### src/rtl/core/tcfb_pkg.sv
// Shared types and constants for the command frame builder.
// No dependencies; used by every module of the block.
package tcfb_pkg;

   localparam logic [7:0]  HDR_START = 8'hFD;
   localparam logic [7:0]  HDR_CMD   = 8'h01;
   localparam logic [15:0] LEN_EXTRA = 16'd3;

   localparam int unsigned MAX_BYTES = 6;
   localparam int unsigned CNT_W     = $clog2(MAX_BYTES + 1);
   localparam int unsigned PTR_W     = $clog2(MAX_BYTES);

   localparam logic REQ_START   = 1'b0;
   localparam logic REQ_PAYLOAD = 1'b1;

   // Output bytes caused by one input item, first byte in entry 0.
   typedef struct packed {
      logic [MAX_BYTES-1:0][7:0] bytes;
      logic [CNT_W-1:0]          count;
      logic                      has_sum;   // last byte is the checksum
   } burst_type;

endpackage

### src/rtl/core/tcfb_frame_gen.sv
// Input register and frame logic: header, payload pass-through, checksum.
// Depends on tcfb_pkg; feeds at most one burst per item to tcfb_byte_ser.
module tcfb_frame_gen (
   input  logic                clock,
   input  logic                reset,
   input  logic                req_tvalid,
   output logic                req_tready,
   input  logic [23:0]         req_tdata,
   input  logic                req_tuser,
   input  logic                csr_valid,
   input  logic [1:0]          csr_data,
   input  logic                burst_ready,
   output logic                burst_valid,
   output tcfb_pkg::burst_type burst
);

   logic        hold_valid_ff, hold_valid_in;
   logic        hold_type_ff;
   logic [15:0] hold_len_ff;
   logic [7:0]  hold_data_ff;

   logic [1:0]  enc_ff;
   logic [7:0]  xor_ff, xor_in;
   logic [15:0] remain_ff, remain_in;
   logic        open_ff, open_in;

   logic        is_start;
   logic        drop;
   logic        advance;
   logic [15:0] field;
   logic [7:0]  hdr_sum;
   logic [7:0]  pay_sum;
   logic [15:0] remain_dec;

   assign is_start   = (hold_type_ff == tcfb_pkg::REQ_START);
   assign drop       = hold_valid_ff && !is_start && !open_ff;
   assign burst_valid = hold_valid_ff && !drop;
   assign advance    = drop || (burst_valid && burst_ready);
   assign req_tready = !hold_valid_ff || advance;

   assign field      = hold_len_ff + tcfb_pkg::LEN_EXTRA;
   assign hdr_sum    = tcfb_pkg::HDR_START ^ field[15:8] ^ field[7:0]
                       ^ tcfb_pkg::HDR_CMD ^ {6'd0, enc_ff};
   assign pay_sum    = xor_ff ^ hold_data_ff;
   assign remain_dec = remain_ff - 16'd1;

   always_comb begin
      burst     = '0;
      xor_in    = xor_ff;
      remain_in = remain_ff;
      open_in   = open_ff;
      if (is_start) begin
         burst.bytes[0] = tcfb_pkg::HDR_START;
         burst.bytes[1] = field[15:8];
         burst.bytes[2] = field[7:0];
         burst.bytes[3] = tcfb_pkg::HDR_CMD;
         burst.bytes[4] = {6'd0, enc_ff};
         burst.bytes[5] = hdr_sum;
         burst.has_sum  = (hold_len_ff == 16'd0);
         burst.count    = burst.has_sum ? tcfb_pkg::CNT_W'(6) : tcfb_pkg::CNT_W'(5);
         xor_in         = hdr_sum;
         remain_in      = hold_len_ff;
         open_in        = !burst.has_sum;
      end else begin
         burst.bytes[0] = hold_data_ff;
         burst.bytes[1] = pay_sum;
         burst.has_sum  = (remain_dec == 16'd0);
         burst.count    = burst.has_sum ? tcfb_pkg::CNT_W'(2) : tcfb_pkg::CNT_W'(1);
         xor_in         = pay_sum;
         remain_in      = remain_dec;
         open_in        = !burst.has_sum;
      end
   end

   assign hold_valid_in = req_tready ? req_tvalid : hold_valid_ff;

   always_ff @(posedge clock) begin
      if (reset) begin
         hold_valid_ff <= 1'b0;
         enc_ff        <= 2'd0;
         xor_ff        <= 8'd0;
         remain_ff     <= 16'd0;
         open_ff       <= 1'b0;
      end else begin
         hold_valid_ff <= hold_valid_in;
         if (csr_valid) begin
            enc_ff <= csr_data;
         end
         if (burst_valid && burst_ready) begin
            xor_ff    <= xor_in;
            remain_ff <= remain_in;
            open_ff   <= open_in;
         end
      end
   end

   always_ff @(posedge clock) begin
      if (req_tready && req_tvalid) begin
         hold_type_ff <= req_tuser;
         hold_len_ff  <= req_tdata[15:0];
         hold_data_ff <= req_tdata[23:16];
      end
   end

endmodule

### src/rtl/core/tcfb_byte_ser.sv
// Result register holding one burst, sent out one byte per beat.
// Depends on tcfb_pkg; takes bursts from tcfb_frame_gen.
module tcfb_byte_ser (
   input  logic                clock,
   input  logic                reset,
   input  logic                burst_valid,
   output logic                burst_ready,
   input  tcfb_pkg::burst_type burst,
   output logic                rsp_tvalid,
   input  logic                rsp_tready,
   output logic [7:0]          rsp_tdata,
   output logic                rsp_tlast
);

   tcfb_pkg::burst_type             burst_ff;
   logic                            valid_ff;
   logic [tcfb_pkg::PTR_W-1:0]      ptr_ff;
   logic                            last;
   logic                            fire;

   assign last        = (tcfb_pkg::CNT_W'(ptr_ff) == (burst_ff.count - tcfb_pkg::CNT_W'(1)));
   assign fire        = valid_ff && rsp_tready;
   assign burst_ready = !valid_ff || (fire && last);

   assign rsp_tvalid = valid_ff;
   assign rsp_tdata  = burst_ff.bytes[ptr_ff];
   assign rsp_tlast  = burst_ff.has_sum && last;

   always_ff @(posedge clock) begin
      if (reset) begin
         valid_ff <= 1'b0;
         ptr_ff   <= '0;
      end else if (burst_ready) begin
         valid_ff <= burst_valid;
         ptr_ff   <= '0;
      end else if (fire) begin
         ptr_ff <= ptr_ff + tcfb_pkg::PTR_W'(1);
      end
   end

   always_ff @(posedge clock) begin
      if (burst_ready && burst_valid) begin
         burst_ff <= burst;
      end
   end

endmodule

### src/rtl/core/tts_command_frame_builder.sv
// Speech-module command frame builder. A start beat (tuser 0) emits five header
// bytes FD, len+3 (big endian), 01, encoding; payload beats (tuser 1) pass through,
// and after the announced count an XOR checksum beat follows with tlast set. A
// zero-length start ends with its checksum at once; a new start abandons an open
// frame; payload outside a frame is dropped without output. Input beats are taken
// one per cycle into an input register while the output keeps up, and one byte goes
// out per cycle while rsp_tready is high: 5 or 6 per start item, 1 or 2 per payload
// item, so the byte serializer sets the sustained rate. The encoding register is
// written via the csr port, which is always ready, and affects later headers only.
module tts_command_frame_builder (
   input  logic        clock,
   input  logic        reset,
   input  logic        req_tvalid,
   output logic        req_tready,
   input  logic [23:0] req_tdata,   // [15:0] frame_length, [23:16] data_byte
   input  logic        req_tuser,   // [0] req_type
   output logic        rsp_tvalid,
   input  logic        rsp_tready,
   output logic [7:0]  rsp_tdata,   // [7:0] out_byte
   output logic        rsp_tlast,   // frame_end
   input  logic        csr_valid,
   output logic        csr_ready,
   input  logic [1:0]  csr_data     // text_encoding
);

   tcfb_pkg::burst_type burst;
   logic                burst_valid;
   logic                burst_ready;

   assign csr_ready = 1'b1;

   tcfb_frame_gen u_gen (
      .clock       (clock),
      .reset       (reset),
      .req_tvalid  (req_tvalid),
      .req_tready  (req_tready),
      .req_tdata   (req_tdata),
      .req_tuser   (req_tuser),
      .csr_valid   (csr_valid),
      .csr_data    (csr_data),
      .burst_ready (burst_ready),
      .burst_valid (burst_valid),
      .burst       (burst)
   );

   tcfb_byte_ser u_ser (
      .clock       (clock),
      .reset       (reset),
      .burst_valid (burst_valid),
      .burst_ready (burst_ready),
      .burst       (burst),
      .rsp_tvalid  (rsp_tvalid),
      .rsp_tready  (rsp_tready),
      .rsp_tdata   (rsp_tdata),
      .rsp_tlast   (rsp_tlast)
   );

endmodule

### config.mk
export PLATFORM = sky130hd
export DESIGN_NAME = tts_command_frame_builder
export DESIGN_NICKNAME = d
export VERILOG_FILES = /design/src/rtl/core/tcfb_pkg.sv /design/src/rtl/core/tcfb_frame_gen.sv /design/src/rtl/core/tcfb_byte_ser.sv /design/src/rtl/core/tts_command_frame_builder.sv
export SDC_FILE = /design/constraint.sdc
export NUM_CORES = 1
export LEC_CHECK = 0
export ABC_AREA = 1
export BUFFER_PORTS_ARGS = -buffer_cell sky130_fd_sc_hd__buf_2
export CORE_MARGIN = 2
export CORE_UTILIZATION = 30
export DETAILED_ROUTE_END_ITERATION = 7
export MAX_ROUTING_LAYER = met4
export SYNTH_ARGS = -nofsm -noshare
export SYNTH_HDL_FRONTEND = slang
export SYNTH_SLANG_ARGS = --single-unit
### constraint.sdc
create_clock -name clock -period 3.6 [get_ports clock]
set_input_delay 0 -clock clock [delete_from_list [all_inputs] [get_ports clock]]
set_output_delay 0 -clock clock [all_outputs]
set_load 0.03 [all_outputs]
Word-level counts from Yosys, hierarchy flattened
Cells that the tools add are included.
- $add $sub $neg: 4
- bitwise operators: 5
- multiply operators: 0
- equal/unequal tests: 1
- shifts and indexed selects: 0
- magnitude comparators: 1
- muxes and demuxes: 9
- divide/modulo/power cells: 0
- reduce and logical (&&, ||, !) cells: 20
- operators with widths (kind ; number):
    $logic_not 16->1 ; 2
    $bmux 8 s3 ; 1
    $mux 20 ; 1
    $add 16x2->16 const B ; 1
    $mux 16 ; 1
    $mux 8 ; 2
    $sub 16x1->16 const B ; 1
    $xor 8x8->8 ; 2
    $mux 9 ; 1
    $logic_and 1x1->1 ; 8
    $xor 8x2->8 ; 1
    $not 7->7 ; 1
    $logic_not 1->1 ; 6
    $lt 3x4->1 const B ; 1
    $mux 2 ; 2
    $add 3x1->3 const B ; 1
    $eq 3x3->1 ; 1
    $logic_or 1x1->1 ; 3
    $sub 3x1->3 const B ; 1
    $reduce_or 2->1 ; 1
    $mux 1 ; 1
    $not 1->1 ; 1
- input bits: 32
- latch bits: 0
- logic and storage cells: 59
- bits in read-only memories: 0
- memories kept: 0
- output and inout bits: 12
- register bits: 109
- memory bits (writable): 0

Depth between registers and ports, before layout
Gate-level depths: netlist of run 1.
- depth after elaboration: 8
- mapped depth: 14

Modules after synthesis
A second synthesis of run 1 with hierarchy kept.
- cells, all modules: 662
- area, all modules: 5803.1 µm²
- by module, submodules not included (module ; cells an instance ; instances ; area an instance (µm²) ; sequential area each (µm²)):
    tcfb_frame_gen ; 480 ; 1 ; 3504.6 ; 1311.3
    tcfb_byte_ser ; 180 ; 1 ; 2287.2 ; 1641.6
    tts_command_frame_builder ; 2 ; 1 ; 11.3 ; 0.0

Least setup slack after synthesis of run 1
OpenSTA, ideal clock, no wires.
- kind: register -> register
- start point: register u_ser.burst_ff[1] (netlist bit)
- end point: register u_gen.hold_data_ff[0] (enable)
- clock period less this slack: 2.444 ns
- data required time: 3.220 ns
- cell stages (with the launch flop): 12
- setup time: 0.380 ns
- path slack: 1.156 ns
- buffers on the path: 0
- data arrival time: 2.064 ns
- cells stage by stage: edfxtp_1 -> inv_1 -> ha_1 -> xnor2_1 -> nor2_1 -> and2_1 -> nand2_1 -> nand2_2 -> inv_1 -> nand2_1 -> nand2_1 -> inv_1
- cells in the longest elaborated chain, start to end: 8
- RTL lines (what ; RTL line ; RTL):
    start, declared ; tcfb_byte_ser.sv:15 ; tcfb_pkg::burst_type burst_ff;
    start signal, assigned ; tcfb_byte_ser.sv:43 ; burst_ff <= burst;
    $sub 3x1->3 ; tcfb_byte_ser.sv:21 ; assign last = (tcfb_pkg::CNT_W'(ptr_ff) == (burst_ff.count - tcfb_pkg::CNT_W'(1)));
    $eq 3x3->1 ; tcfb_byte_ser.sv:21 ;
    $logic_and 1x1->1 ; tcfb_byte_ser.sv:23 ; assign burst_ready = !valid_ff || (fire && last);
    $logic_or 1x1->1 ; tcfb_byte_ser.sv:23 ;
    $logic_and 1x1->1 ; tcfb_frame_gen.sv:38 ; assign advance = drop || (burst_valid && burst_ready);
    $logic_or 1x1->1 ; tcfb_frame_gen.sv:38 ;
    $logic_or 1x1->1 ; tcfb_frame_gen.sv:39 ; assign req_tready = !hold_valid_ff || advance;
    named net req_tready ; tts_command_frame_builder.sv:14 ; output logic req_tready,
    $logic_and 1x1->1 ; tcfb_frame_gen.sv:98 ; if (req_tready && req_tvalid) begin
    end signal, assigned ; tcfb_frame_gen.sv:101 ; hold_data_ff <= req_tdata[23:16];
    end, declared ; tcfb_frame_gen.sv:20 ; logic [7:0] hold_data_ff;
The timed path passes the listed nets, and every way through them passes these cells.
A chain may end at the register's enable or synchronous reset.

Worst setup path in the final report of run 1
- start point: register u_ser.ptr_ff[0] (netlist bit)
- end point: output port rsp_tdata[3]
- cells in the longest elaborated chain, start to end: 2
- RTL lines (what ; RTL line ; RTL):
    start, declared ; tcfb_byte_ser.sv:17 ; logic [tcfb_pkg::PTR_W-1:0] ptr_ff;
    start signal, assigned ; tcfb_byte_ser.sv:37 ; ptr_ff <= ptr_ff + tcfb_pkg::PTR_W'(1);
    $bmux 8 s3 ; tcfb_byte_ser.sv:26 ; assign rsp_tdata = burst_ff.bytes[ptr_ff];
    $mux 8 (not written as such) ; tcfb_byte_ser.sv:26 ;
    end, declared ; tts_command_frame_builder.sv:19 ; output logic [7:0] rsp_tdata,
Every way passes these cells. The select of a mux whose other input is x is not followed.

==> results of run 1 <==
sequential cells by signal, indices dropped and copies added, names as in the netlist:
signal	cells
u_gen.hold_data_ff	8
u_ser.rsp_tvalid	1
u_gen.hold_valid_ff	1
u_ser.ptr_ff	3
u_ser.burst_ff	37
u_gen.hold_type_ff	1
u_gen.remain_ff	16
u_gen.open_ff	1
u_gen.hold_len_ff	16
u_gen.enc_ff	2
u_gen.xor_ff	8
layout by cell type (no fill, tap or decap), types with 27 or more instances in the layout:
cell           instances
inv_1                 66
buf_2                 42
nor2_1               103
dfxtp_1               32
dlygate4sd3_1         31
nand2_1              107
edfxtp_1              62
a21oi_1               39
o21ai_0               44
nand3_1               27
metal layers:
layer / wire (um) / GRT usage / up-vias
li1: - / - / 2158
met1: 6040 / 0.199 / 1905
met2: 5590 / 0.235 / 110
met3: 621 / 0.0377 / 20
met4: 219 / 0.0411 / 0
met5: 0 / - / -
area by class of cell:
cell class / instances / share of cell area
Sequential cell: 94 / 0.419
Multi-Input combinational cell: 422 / 0.345
Timing Repair Buffer: 79 / 0.0946
Tap cell: 216 / 0.0452
Inverter: 70 / 0.0440
Clock buffer: 10 / 0.0400
Clock inverter: 6 / 0.0128
cell usage after synthesis, types with 5 or more instances:
cell type  count
nand2_1      107
nor2_1       103
inv_1         66
edfxtp_1      62
o21ai_0       44
a21oi_1       39
dfxtp_1       32
nand3_1       27
o21ai_1       12
clkbuf_1      11
nor4_1         9
xor2_1         9
nand4_1        8
nor3_1         8
or2_2          7
nand2_2        6
o22ai_1        6
a211oi_1       5
buf_2          5
ha_1           5
timing repair:
item | CTS | global route
resized for setup | 0 | 0
endpoints found under the hold margin | 33 | 0
hold buffers | 31 | 0
per-stage QoR:
stage / instance area, um^2 / power (W)
after detailed placement: 5350 / 0.00165
final: 5980 / 0.00267
after CTS: 5980 / 0.00269
after global placement: 5350 / 0.00165
after floorplan: 4920 / 0.00154
after global routing: 5980 / 0.00280
worst paths after layout:
check	start	slack, ns	endpoint	cells past startpoint
worst max-delay path	u_ser.ptr_ff[0]	1.03	rsp_tdata[3]	5
worst min-delay path	req_tdata[11]	0.35	u_gen.hold_len_ff[11]	2
worst max register to register	u_ser.ptr_ff[0]	1.14	u_gen.xor_ff[6]	11
worst min register to register	u_gen.remain_ff[9]	0.49	u_gen.remain_ff[9]	2
cells by family (layout without fill, tap and decap cells):
| logic type | after synthesis | count (layout) | synth area share |
|---|---|---|---|
| AND/OR/NAND/NOR | 289 | 289 | 0.255 |
| AO/OA/AOI/OAI | 115 | 115 | 0.128 |
| flip-flops | 94 | 94 | 0.509 |
| buffers and inverters | 89 | 165 | 0.0730 |
| XOR/XNOR | 12 | 12 | 0.0214 |
| adder cells (fa/ha/maj) | 5 | 5 | 0.0127 |
| other | 1 | 1 | 0.000762 |
power by group through the flow:
stage          Combinational (W)  Clock [W]  Sequential, W
6_report                0.000403    0.00101        0.00125
5_1_grt                 0.000463    0.00108        0.00126
4_1_cts                 0.000404    0.00103        0.00125
3_5_place_dp            0.000376          0        0.00128
3_3_place_gp            0.000374          0        0.00128
2_1_floorplan           0.000278          0        0.00126
worst max-delay path: stages, from the launching register on:
cell,delay [ns]
dfxtp_1,0.71
inv_1,0.42
nand2_1,0.36
nor2_1,0.07
nor4_1,0.37
buf_2,0.28
==> results.md, run 1 <==
- Vias per Instance: 4.67
- Post-route ant nets: 0
- CTS Root Cell: clkbuf_16
- Seq pwr share: 0.470
- Total grt overflow: 0
- # placed instances: 850
- Max cap viols: 0
- Clk slew on worst S/H paths: 0.07 ns
- P_sw: 0.000743 W
- Syn Area/Cell: 8.13 um^2
- Top_reg_cell synth: edfxtp_1
- Slew HR: 0.431
- RSZ-0062 raised after global routing: no
- Register area share after synthesis: 0.509
- CTS tree: built
- CP arrival: 2.57 ns
- First-pass GRT wire length: 20400 um
- Sw frac: 0.278
- Synth-to-layout area growth: 21.4%
- Final Setup Violations: 0
- Largest net degree at the start of global routing: approximately 40
- DR pass1 iterations: 5
- Non-filler cells, final: 897
- WL/cell: between 10 and 15 um
- Hold slack: 0.346 ns
- Critical path class: flip-flop to primary output
- Placed wire-length estimate: slightly below 9000 um
- Combinational cell fraction of total power: 0.151
- Detailed-route DRC error count: 0
- Initial DRC Count: 317
- Num rows: 46
- Nets: 713
- CTS buffer count: 9
- CTS Buffer Depth: 2
- Yosys warns: 0
- Vias: 4193
- Core area: 0.0159 mm^2
- Clock power share: 0.379
- Mapped Cells: approximately 600
- Post-synth top area share: 0.378
- Gpl congestion: 0.853
- H-tree depth: 3
- Post-synth ARST share: 0
- EDFF count, synth: between 60 and 70
- Fin crit period: between 2 and 3 ns
- Min-Delay Path Class: primary input to flip-flop
- Slew of the pin with the lowest slew margin: between 0.8 and 0.9 ns
- Setup Total Neg Slack: 0 ns
- Layout Utilization: 0.375
- Yosys cell types: 37
- Crit start category: flip-flop
- P_int: 0.00193 W
- Post-Syn Area: 0.00492 mm^2
- Fillers: 1643
- Post-Route WL: 12500 um
- Cell taking the most area after synthesis: edfxtp_1
- IO Pins: 44
- I/O Buffers: 42
- Vias in the first global route: 4058
- Largest cells by area after synthesis: edfxtp_1 38%, dfxtp_1 13%, nand2_1 8.2%, nor2_1 7.9%, inv_1 5.0%
- Area taken by flip-flops and latches: roughly 0.0025 mm^2
- Max VDD drop: 0.310 mV
- Die ar.: between 0.015 and 0.02 mm^2
- Syn_nets: 642
- Final hold vios: 0
- DIE HEIGHT: 132 um
- Multi-input gate area: just over 0.002 mm^2
- Pre-CTS setup slack: 1.15 ns
- Final max-slew violation count: 0
- Status: complete, no violations
- Skew final: approximately 0.0074 ns
- Initial antenna violation count: 0
- Worst EP required: ~3.6 ns
- Pwr dens: 447 mW/mm^2
- Sink Count: 94
- Postcts setup bufs: 0
- Pleak: 2.49 nW
- Gr usage total: 0.152
- Worst skew pair latency: roughly 0.35 ns
- Initial core utilization: 0.309
- Fmax: 388 MHz
- CP Capture Type: primary output
- Share of cells above drive strength 1: 0.138
- Period utilization: 0.715
- Number of diodes: 0
- Final worst setup slack: 1.03 ns
- Register bit total from synthesis: 94
- Die W: 132 um
- Max FO, Critical Path: 16
No activity file was read; power rests on OpenSTA's default activity.
==> run 2, diff against run 1 <==
--- a/config.mk
+++ b/config.mk
@@ -5,7 +5,7 @@
 export SDC_FILE = /design/constraint.sdc
 export NUM_CORES = 1
 export LEC_CHECK = 0
-export ABC_AREA = 1
+export ABC_AREA = 0
 export BUFFER_PORTS_ARGS = -buffer_cell sky130_fd_sc_hd__buf_2
 export CORE_MARGIN = 2
 export CORE_UTILIZATION = 30
==> constraint.sdc (replaced) <==
create_clock -name clock -period 2.5 [get_ports clock]
set_input_delay 0 -clock clock [delete_from_list [all_inputs] [get_ports clock]]
set_output_delay 0 -clock clock [all_outputs]
set_load 0.03 [all_outputs]
==> run 2 against run 1 <==
  * Worst hold slack got worse by 0.17 ns
  * Clock power increased by 36%
  * Sequential power increased by 46%
  * Highest routed layer unchanged
  * Global-route usage increased by 0.80 points
  * Cell count decreased by 6.9%
  * Total power increased by 46%
  * Sequential share of layout area decreased by 2.9 points
==> results.md, run 2 <==
- Fillers: 1750 (+6.5%)
- Largest net degree at the start of global routing: 52 (+27%)
- Post-synth ARST share: 0 (unchanged)
- Detailed-route DRC error count: 0 (unchanged)
- Crit start category: flip-flop
- Skew final: 0.00750 ns (+0.000123 ns)
- Share of cells above drive strength 1: 0.187 (+0.0489)
- Vias per Instance: 5.11 (+9.2%)
- R2R Path Start: u_gen.hold_len_ff[1]
- Top_reg_cell synth: edfxtp_1
- Sink Count: 94 (unchanged)
- Max cap viols: 0 (unchanged)
- Die W: 136 um (+2.9%)
- CP arrival: 2.59 ns (+0.02 ns)
- Worst path buffer plus inverter count: 1 (-1)
- Complex-gate fraction of the synthesized area: 0.156 (+0.0273)
- Hold path cells: 3 (+1)
- Slowest cell on the critical path: edfxtp_1
- Syn Area/Cell: 9.82 um^2 (+21%)
- Critical path class: flip-flop to flip-flop
- Simple logic cell fraction of the synthesized area: 0.207 (-0.0484)
- DIE HEIGHT: 136 um (+2.9%)
- CTS buffer count: 9 (unchanged)
- Max FO, Critical Path: 5 (-11)
- Num rows: 48 (+4.3%)
- Clk slew on worst S/H paths: 0.06 ns (about the same)
- Gpl congestion: 0.949 (+11%)
- XOR/XNOR Fraction of Synth Area: 0.0714 (+0.0500)
- Pwr dens: 605 mW/mm^2 (+35%)
- Post-Route WL: 13700 um (+9.8%)
- Min-Delay Path Class: primary input to flip-flop
- Setup slack on the worst flop-to-flop path: 0.15 ns (-0.99 ns)
- RSZ-0062 raised after global routing: no
- Number of diodes: 0 (unchanged)
- Vias: 4264 (+1.7%)
- CP Capture Type: flip-flop
- Initial antenna violation count: 0 (unchanged)
- Fin crit period: 2.35 ns
- Gr usage total: 0.160 (+0.00804)
- Worst reg2reg path endpoint: u_gen.xor_ff[4]
- Most common cell after layout, fill and taps aside: edfxtp_1
- Post-synth top cells: 62 x edfxtp_1, 59 x nor2_1, 43 x nand2_1
- Final hold vios: 0 (unchanged)
- Most frequent cells in the layout: 62 x edfxtp_1, 58 x nor2_1, 43 x nand2_1
- Register area share after synthesis: 0.479 (-0.0296)
- I/O Buffers: 42 (unchanged)
- Pleak: 2.37 nW (-4.6%)
- Met2 Use GR: 0.260 (+0.0246)
- Launch point of the worst hold path: reset
- Syn_nets: 569 (-11%)
- Final worst setup slack: 0.148 ns (-0.878 ns)
- First-pass GRT wire length: 22200 um (+9.0%)
- Initial core utilization: 0.304 (-0.00447)
- Mapped Cells: 532 (-12%)
- Register bit total from synthesis: 94 (unchanged)
- Slowest Stage Delay on Critical Path: 0.45 ns (-0.26 ns)
- Multi-input gate area: 0.00248 mm^2 (+21%)
- Synth-to-layout area growth: 22.9%
- Yosys cell types: 71 (+92%)
- Most frequent cell after synthesis: edfxtp_1
- Post-synthesis mux area share: 0.0266 (+0.0266)
- Worst path cell trace: inv_1, ha_1, nand3b_1, nor4_2, xnor2_1, mux2_2, a221o_1
- Final max-slew violation count: 0 (unchanged)
- Slew HR: 0.652 (+0.221)
- Worst EP required: 2.73 ns (-0.87 ns)
- Adder-cell share of the synthesized area: 0.0120 (-0.000740)
- CTS Root Cell: clkbuf_16
- Vias in the first global route: 4203 (+3.6%)
- Largest cells by area after synthesis: edfxtp_1 36%, dfxtp_1 12%, nor2_1 4.2%, a21oi_1 3.2%, nand2_1 3.1%
- Worst skew pair latency: 0.35 ns (about the same)
- Largest family of logic cells by synthesized area: simple AND/OR/NAND/NOR gates
- Slew of the pin with the lowest slew margin: 0.521 ns (-0.331 ns)
- Final Setup Violations: 0 (unchanged)
- Core area: 0.0172 mm^2 (+7.7%)
- Setup Total Neg Slack: 0 ns (unchanged)
- CTS tree: built
- Cell taking the most area after synthesis: edfxtp_1
- Regs by FF count: u_ser.burst_ff x37, u_gen.hold_len_ff x16, u_gen.remain_ff x16
- Initial DRC Count: 295 (-6.9%)
- EDFF count, synth: 62 (unchanged)
- Placed wire-length estimate: 10000 um (+15%)
- Fmax: 425 MHz
- GR peak layer: met2
- DR pass1 iterations: 4 (-1)
- Pre-CTS setup slack: 0.100 ns (-1.05 ns)
- CTS Buffer Depth: 2 (unchanged)
- Status: complete, no violations
- Post-Syn Area: 0.00523 mm^2 (+6.2%)
- Total grt overflow: 0 (unchanged)
- Area taken by flip-flops and latches: 0.00250 mm^2 (unchanged)
- Nets: 642 (-10%)
- IO Pins: 44 (unchanged)
- Die ar.: 0.0185 mm^2 (+6.0%)
- Max reg flops: 37 (unchanged)
- Max VDD drop: 0.378 mV (+22%)
- Yosys warns: 0 (unchanged)
- R2R depth: 7 (-4)
- WL/cell: 16.4 um (+18%)
- Worst Hold End: u_gen.enc_ff[0]
- Post-synth top area share: 0.356 (-0.0220)
- Most flop-heavy register: u_ser.burst_ff
- Period utilization: 0.941
- Met3 GRT Util: 0.0261 (-0.0116)
- Post-route ant nets: 0 (unchanged)
- GRT met1 Usage: 0.200 (+0.000932)
- H-tree depth: 3 (unchanged)
- Largest delay share family, worst path: simple AND/OR/NAND/NOR gates
-- run 2: kinds of logic (layout without fill, tap and decap cells) --
kind of cell | after synthesis | after routing
compound gates | 119 | 119
other cells | 1 | 1
xor+xnor | 36 | 36
simple gates | 205 | 205
mux | 12 | 12
flops | 94 | 94
fa+ha+maj | 5 | 5
buf+inv | 60 | 138
-- run 2: cell type report --
class | count | share of cell area
inverter | 18 | 0.0107
clock buffer | 11 | 0.0362
sequential | 94 | 0.390
timing repair buffer | 104 | 0.124
tap | 225 | 0.0438
multi-input combinational | 378 | 0.387
clock inverter | 5 | 0.00916
-- run 2: how the worst max path moves through the flow --
stage,startpoint,to,cells past startpoint
2_1_floorplan,u_ser.burst_ff[1],u_gen.hold_data_ff[0],6
4_1_cts,u_gen.hold_len_ff[1],u_gen.xor_ff[4],7
6_report,u_gen.hold_len_ff[1],u_gen.xor_ff[4],7
3_5_place_dp,u_gen.hold_len_ff[1],u_gen.xor_ff[4],7
3_3_place_gp,u_gen.hold_len_ff[1],u_gen.xor_ff[4],7
5_1_grt,u_ser.burst_ff[1],u_gen.xor_ff[1],10
-- run 2: timing repair --
action / CTS / global route
gates resized for setup: 0 / 4
setup endpoints to repair: 0 / 28
hold buffers: 31 / 0
endpoints found under the hold margin: 29 / 0
setup buffers: 0 / 0
-- run 2: layer usage --
layer / up-vias / wire [um] / part of all wire
li1: 2080 / - / -
met1: 2044 / 6140 / 0.45
met2: 118 / 6640 / 0.48
met3: 22 / 617 / 0.045
met4: 0 / 301 / 0.022
met5: - / 0 / 0
-- run 2: stage by stage --
step	util	power, W	hold WS (ns)	std cells	area, um^2
after floorplan	-	0.00228	0.0989	532	5230
after global placement	0.338	0.00249	0.177	788	5810
after detailed placement	0.338	0.00250	0.178	788	5810
after CTS	0.373	0.00391	0.163	835	6410
after global routing	0.374	0.00405	0.195	835	6420
final	0.374	0.00389	0.175	835	6420
-- run 2: tightest hold or removal path, stage by stage --
cell and delay [ns]:
buf_2 0.12, buf_4 0.24, nor2_1 0.12
-- run 2: power by group --
group	internal [W]	switching (W)
Combinational	0.000307	0.000376
Sequential	0.00175	0.0000806
Clock	0.000778	0.000593
Total	0.00284	0.00105
==> run 3, diff against run 2 <==
--- a/config.mk
+++ b/config.mk
@@ -8,9 +8,10 @@
 export ABC_AREA = 0
 export BUFFER_PORTS_ARGS = -buffer_cell sky130_fd_sc_hd__buf_2
 export CORE_MARGIN = 2
-export CORE_UTILIZATION = 30
+export CORE_UTILIZATION = 60
 export DETAILED_ROUTE_END_ITERATION = 7
 export MAX_ROUTING_LAYER = met4
+export PLACE_DENSITY = 0.8
 export SYNTH_ARGS = -nofsm -noshare
 export SYNTH_HDL_FRONTEND = slang
 export SYNTH_SLANG_ARGS = --single-unit
==> run 3 against run 2 <==
  * Maximum frequency down 1.6%
  * Die area shrank 49%
  * Sequential share of layout area is 1.7 points higher
  * Critical path depth increased by 3
  * Cell count shrank 14%
  * Count of clock-buffer cells in the layout unchanged
  * Sequential cell count is the same
  * Via count up 2.9%
  * Worst hold slack worse by 0.038 ns
  * Combinational power barely moved
  * Critical path type unchanged
==> results.md, run 3 (synthesis gave the netlist of run 2 again) <==
- Status: complete, no violations
- Fin crit period: 2.39 ns (+0.0389 ns)
- Total grt overflow: 0 (unchanged)
- Regs by FF count: u_ser.burst_ff x37, u_gen.hold_len_ff x16, u_gen.remain_ff x16
- Post-route ant nets: 0 (unchanged)
- GR peak layer: met2
- Initial core utilization: 0.608 (+0.304)
- Met3 GRT Util: 0.0482 (+0.0221)
- Number of diodes: 0 (unchanged)
- RSZ-0062 raised after global routing: no
- Most flop-heavy register: u_ser.burst_ff
- Die ar.: 0.00947 mm^2 (-49%)
- Vias per Instance: 6.14 (+20%)
- CP Capture Type: flip-flop
- Setup slack on the worst flop-to-flop path: 0.11 ns (-0.04 ns)
- Share of cells above drive strength 1: 0.183 (-0.00402)
- Max cap viols: 0 (unchanged)
- Sink Count: 94 (unchanged)
- Hold path cells: 3 (unchanged)
- CP arrival: 2.65 ns (+0.06 ns)
- WL/cell: 18.5 um (+13%)
- Critical path class: flip-flop to flip-flop
- Synth-to-layout area growth: 17.8%
- Gr usage total: 0.297 (+0.137)
- Post-Route WL: 13200 um (-3.6%)
- Skew final: 0.0128 ns (+0.00528 ns)
- Slowest Stage Delay on Critical Path: 0.45 ns (about the same)
- Slowest cell on the critical path: o41ai_4
- Critical Path Most Common Cell: buf_4
- Launch point of the worst hold path: reset
- Fillers: 648 (-63%)
- Vias in the first global route: 4299 (+2.3%)
- Met2 Use GR: 0.489 (+0.229)
- GRT met1 Usage: 0.377 (+0.177)
- Setup Total Neg Slack: 0 ns (unchanged)
- Min-Delay Path Class: primary input to flip-flop
- Max VDD drop: 0.386 mV (+2.1%)
- Combinational cell fraction of total power: 0.193 (+0.017)
- Seq pwr share: 0.519 (+0.048)
- First-pass GRT wire length: 21500 um (-3.2%)
- # placed instances: 667 (-15%)
- Max FO, Critical Path: 19 (+14)
- Core area: 0.00859 mm^2 (-50%)
- R2R Path Start: u_ser.burst_ff[1]
- Worst path cell trace: inv_1, ha_1, xor3_1, o41ai_4, buf_4, nand2_8, clkinv_8, buf_4, a21oi_1, a221o_1
- Initial antenna violation count: 0 (unchanged)
- Sw frac: 0.287 (+0.0164)
- Capture point of the worst path: u_gen.xor_ff[3]
- CTS buffer count: 9 (unchanged)
- H-tree depth: 3 (unchanged)
- Final max-slew violation count: 0 (unchanged)
- Most common cell after layout, fill and taps aside: edfxtp_1
- P_int: 0.00252 W (-11%)
- Nets: 639 (-0.47%)
- Vias: 4387 (+2.9%)
- Pleak: 2.31 nW (-2.5%)
- Hold slack: 0.137 ns (-0.0382 ns)
- Initial DRC Count: 252 (-15%)
- Largest net degree at the start of global routing: 47 (-9.6%)
- Slew HR: 0.596 (-0.0558)
- CP startpoint: u_ser.burst_ff[1]
- CTS tree: built
- Slew of the pin with the lowest slew margin: 0.601 ns (+0.0793 ns)
- R2R depth: 10 (+3)
- DR pass1 iterations: 5 (+1)
- Gpl congestion: 0.942 (-0.71%)
- Final hold vios: 0 (unchanged)
- Crit start category: flip-flop
- Placed wire-length estimate: 8910 um (-11%)
- Die W: 97.3 um (-28%)
- DIE HEIGHT: 97.3 um (-28%)
- Clk slew on worst S/H paths: 0.09 ns (+0.03 ns)
- CTS Buffer Depth: 2 (unchanged)
- Layout Utilization: 0.716 (+0.342)
- Non-filler cells, final: 715 (-14%)
- Fmax: 418 MHz (-1.6%)
- CTS Root Cell: clkbuf_8
- Worst EP required: 2.76 ns (+0.03 ns)
- Max reg flops: 37 (unchanged)
- IO Pins: 44 (unchanged)
- Period utilization: 0.956 (+0.0156)
- Most frequent cells in the layout: 62 x edfxtp_1, 59 x nor2_1, 43 x nand2_1
- P_sw: 0.00101 W (-3.6%)
- Detailed-route DRC error count: 0 (unchanged)
- Final Setup Violations: 0 (unchanged)
- Clock power share: 0.288 (-0.065)
- I/O Buffers: 42 (unchanged)
- Pwr dens: 574 mW/mm^2 (-5.2%)
- Worst reg2reg path endpoint: u_gen.xor_ff[3]
- Num rows: 34 (-29%)
- Worst skew pair latency: 0.37 ns (+0.02 ns)
## run 3: layout make-up
cell class / count / area [um^2] / area share
tap: 108 / 135 / 0.0220
clock inverter: 5 / 61.3 / 0.00996
multi-input combinational: 378 / 2490 / 0.404
inverter: 18 / 80.1 / 0.0130
timing repair buffer: 101 / 756 / 0.123
sequential: 94 / 2500 / 0.407
clock buffer: 11 / 131 / 0.0213
## run 3: worst min path at each step
stage,slack (ns),end
floorplan,0.1,u_gen.hold_data_ff[0]
global placement,0.18,u_gen.hold_len_ff[1]
detailed placement,0.18,u_gen.hold_len_ff[12]
CTS,0.13,u_gen.enc_ff[1]
global route,0.16,u_gen.enc_ff[0]
finish,0.14,u_gen.enc_ff[0]
## run 3: stage by stage
stage                     total power [W]  area [um^2]  setup WS [ns]
after CTS                         0.00350         6120         0.0388
after global placement            0.00247         5620         0.0790
final                             0.00353         6160          0.109
after global routing              0.00367         6160         0.0140
after floorplan                   0.00228         5230         0.0503
after detailed placement          0.00248         5620         0.0236
## run 3: repair_timing
action,4_1_cts,5_1_grt
setup endpoints to repair,2,29
resized for setup,1,5
endpoints found under the hold margin,29,0
buffers inserted,0,1
cloned,0,0
hold buffers,31,0
pin swaps,0,1
## run 3: worst max-delay path, delay by kind of cell, from the launching register on
| family | cells | cell delay (ns) |
|---|---|---|
| xor+xnor | 1 | 0.27 |
| buf+inv | 4 | 0.57 |
| fa+ha+maj | 1 | 0.14 |
| simple gates | 1 | 0.12 |
| compound gates | 3 | 0.77 |
| flops | 1 | 0.41 |
## run 3: power groups by stage
stage               sequential (W)  clock, W  combinational [W]
floorplan                  0.00183         0           0.000457
global placement           0.00186         0           0.000606
detailed placement         0.00187         0           0.000619
CTS                        0.00183   0.00101           0.000662
global route               0.00184   0.00109           0.000742
finish                     0.00183   0.00102           0.000681
## run 3: layer usage
layer	vias to the layer above	routed length, um	part of all wire
met4	0	327	0.025
met2	201	6350	0.48
met1	2079	5600	0.42
met3	37	928	0.070
met5	-	0	0
li1	2070	-	-
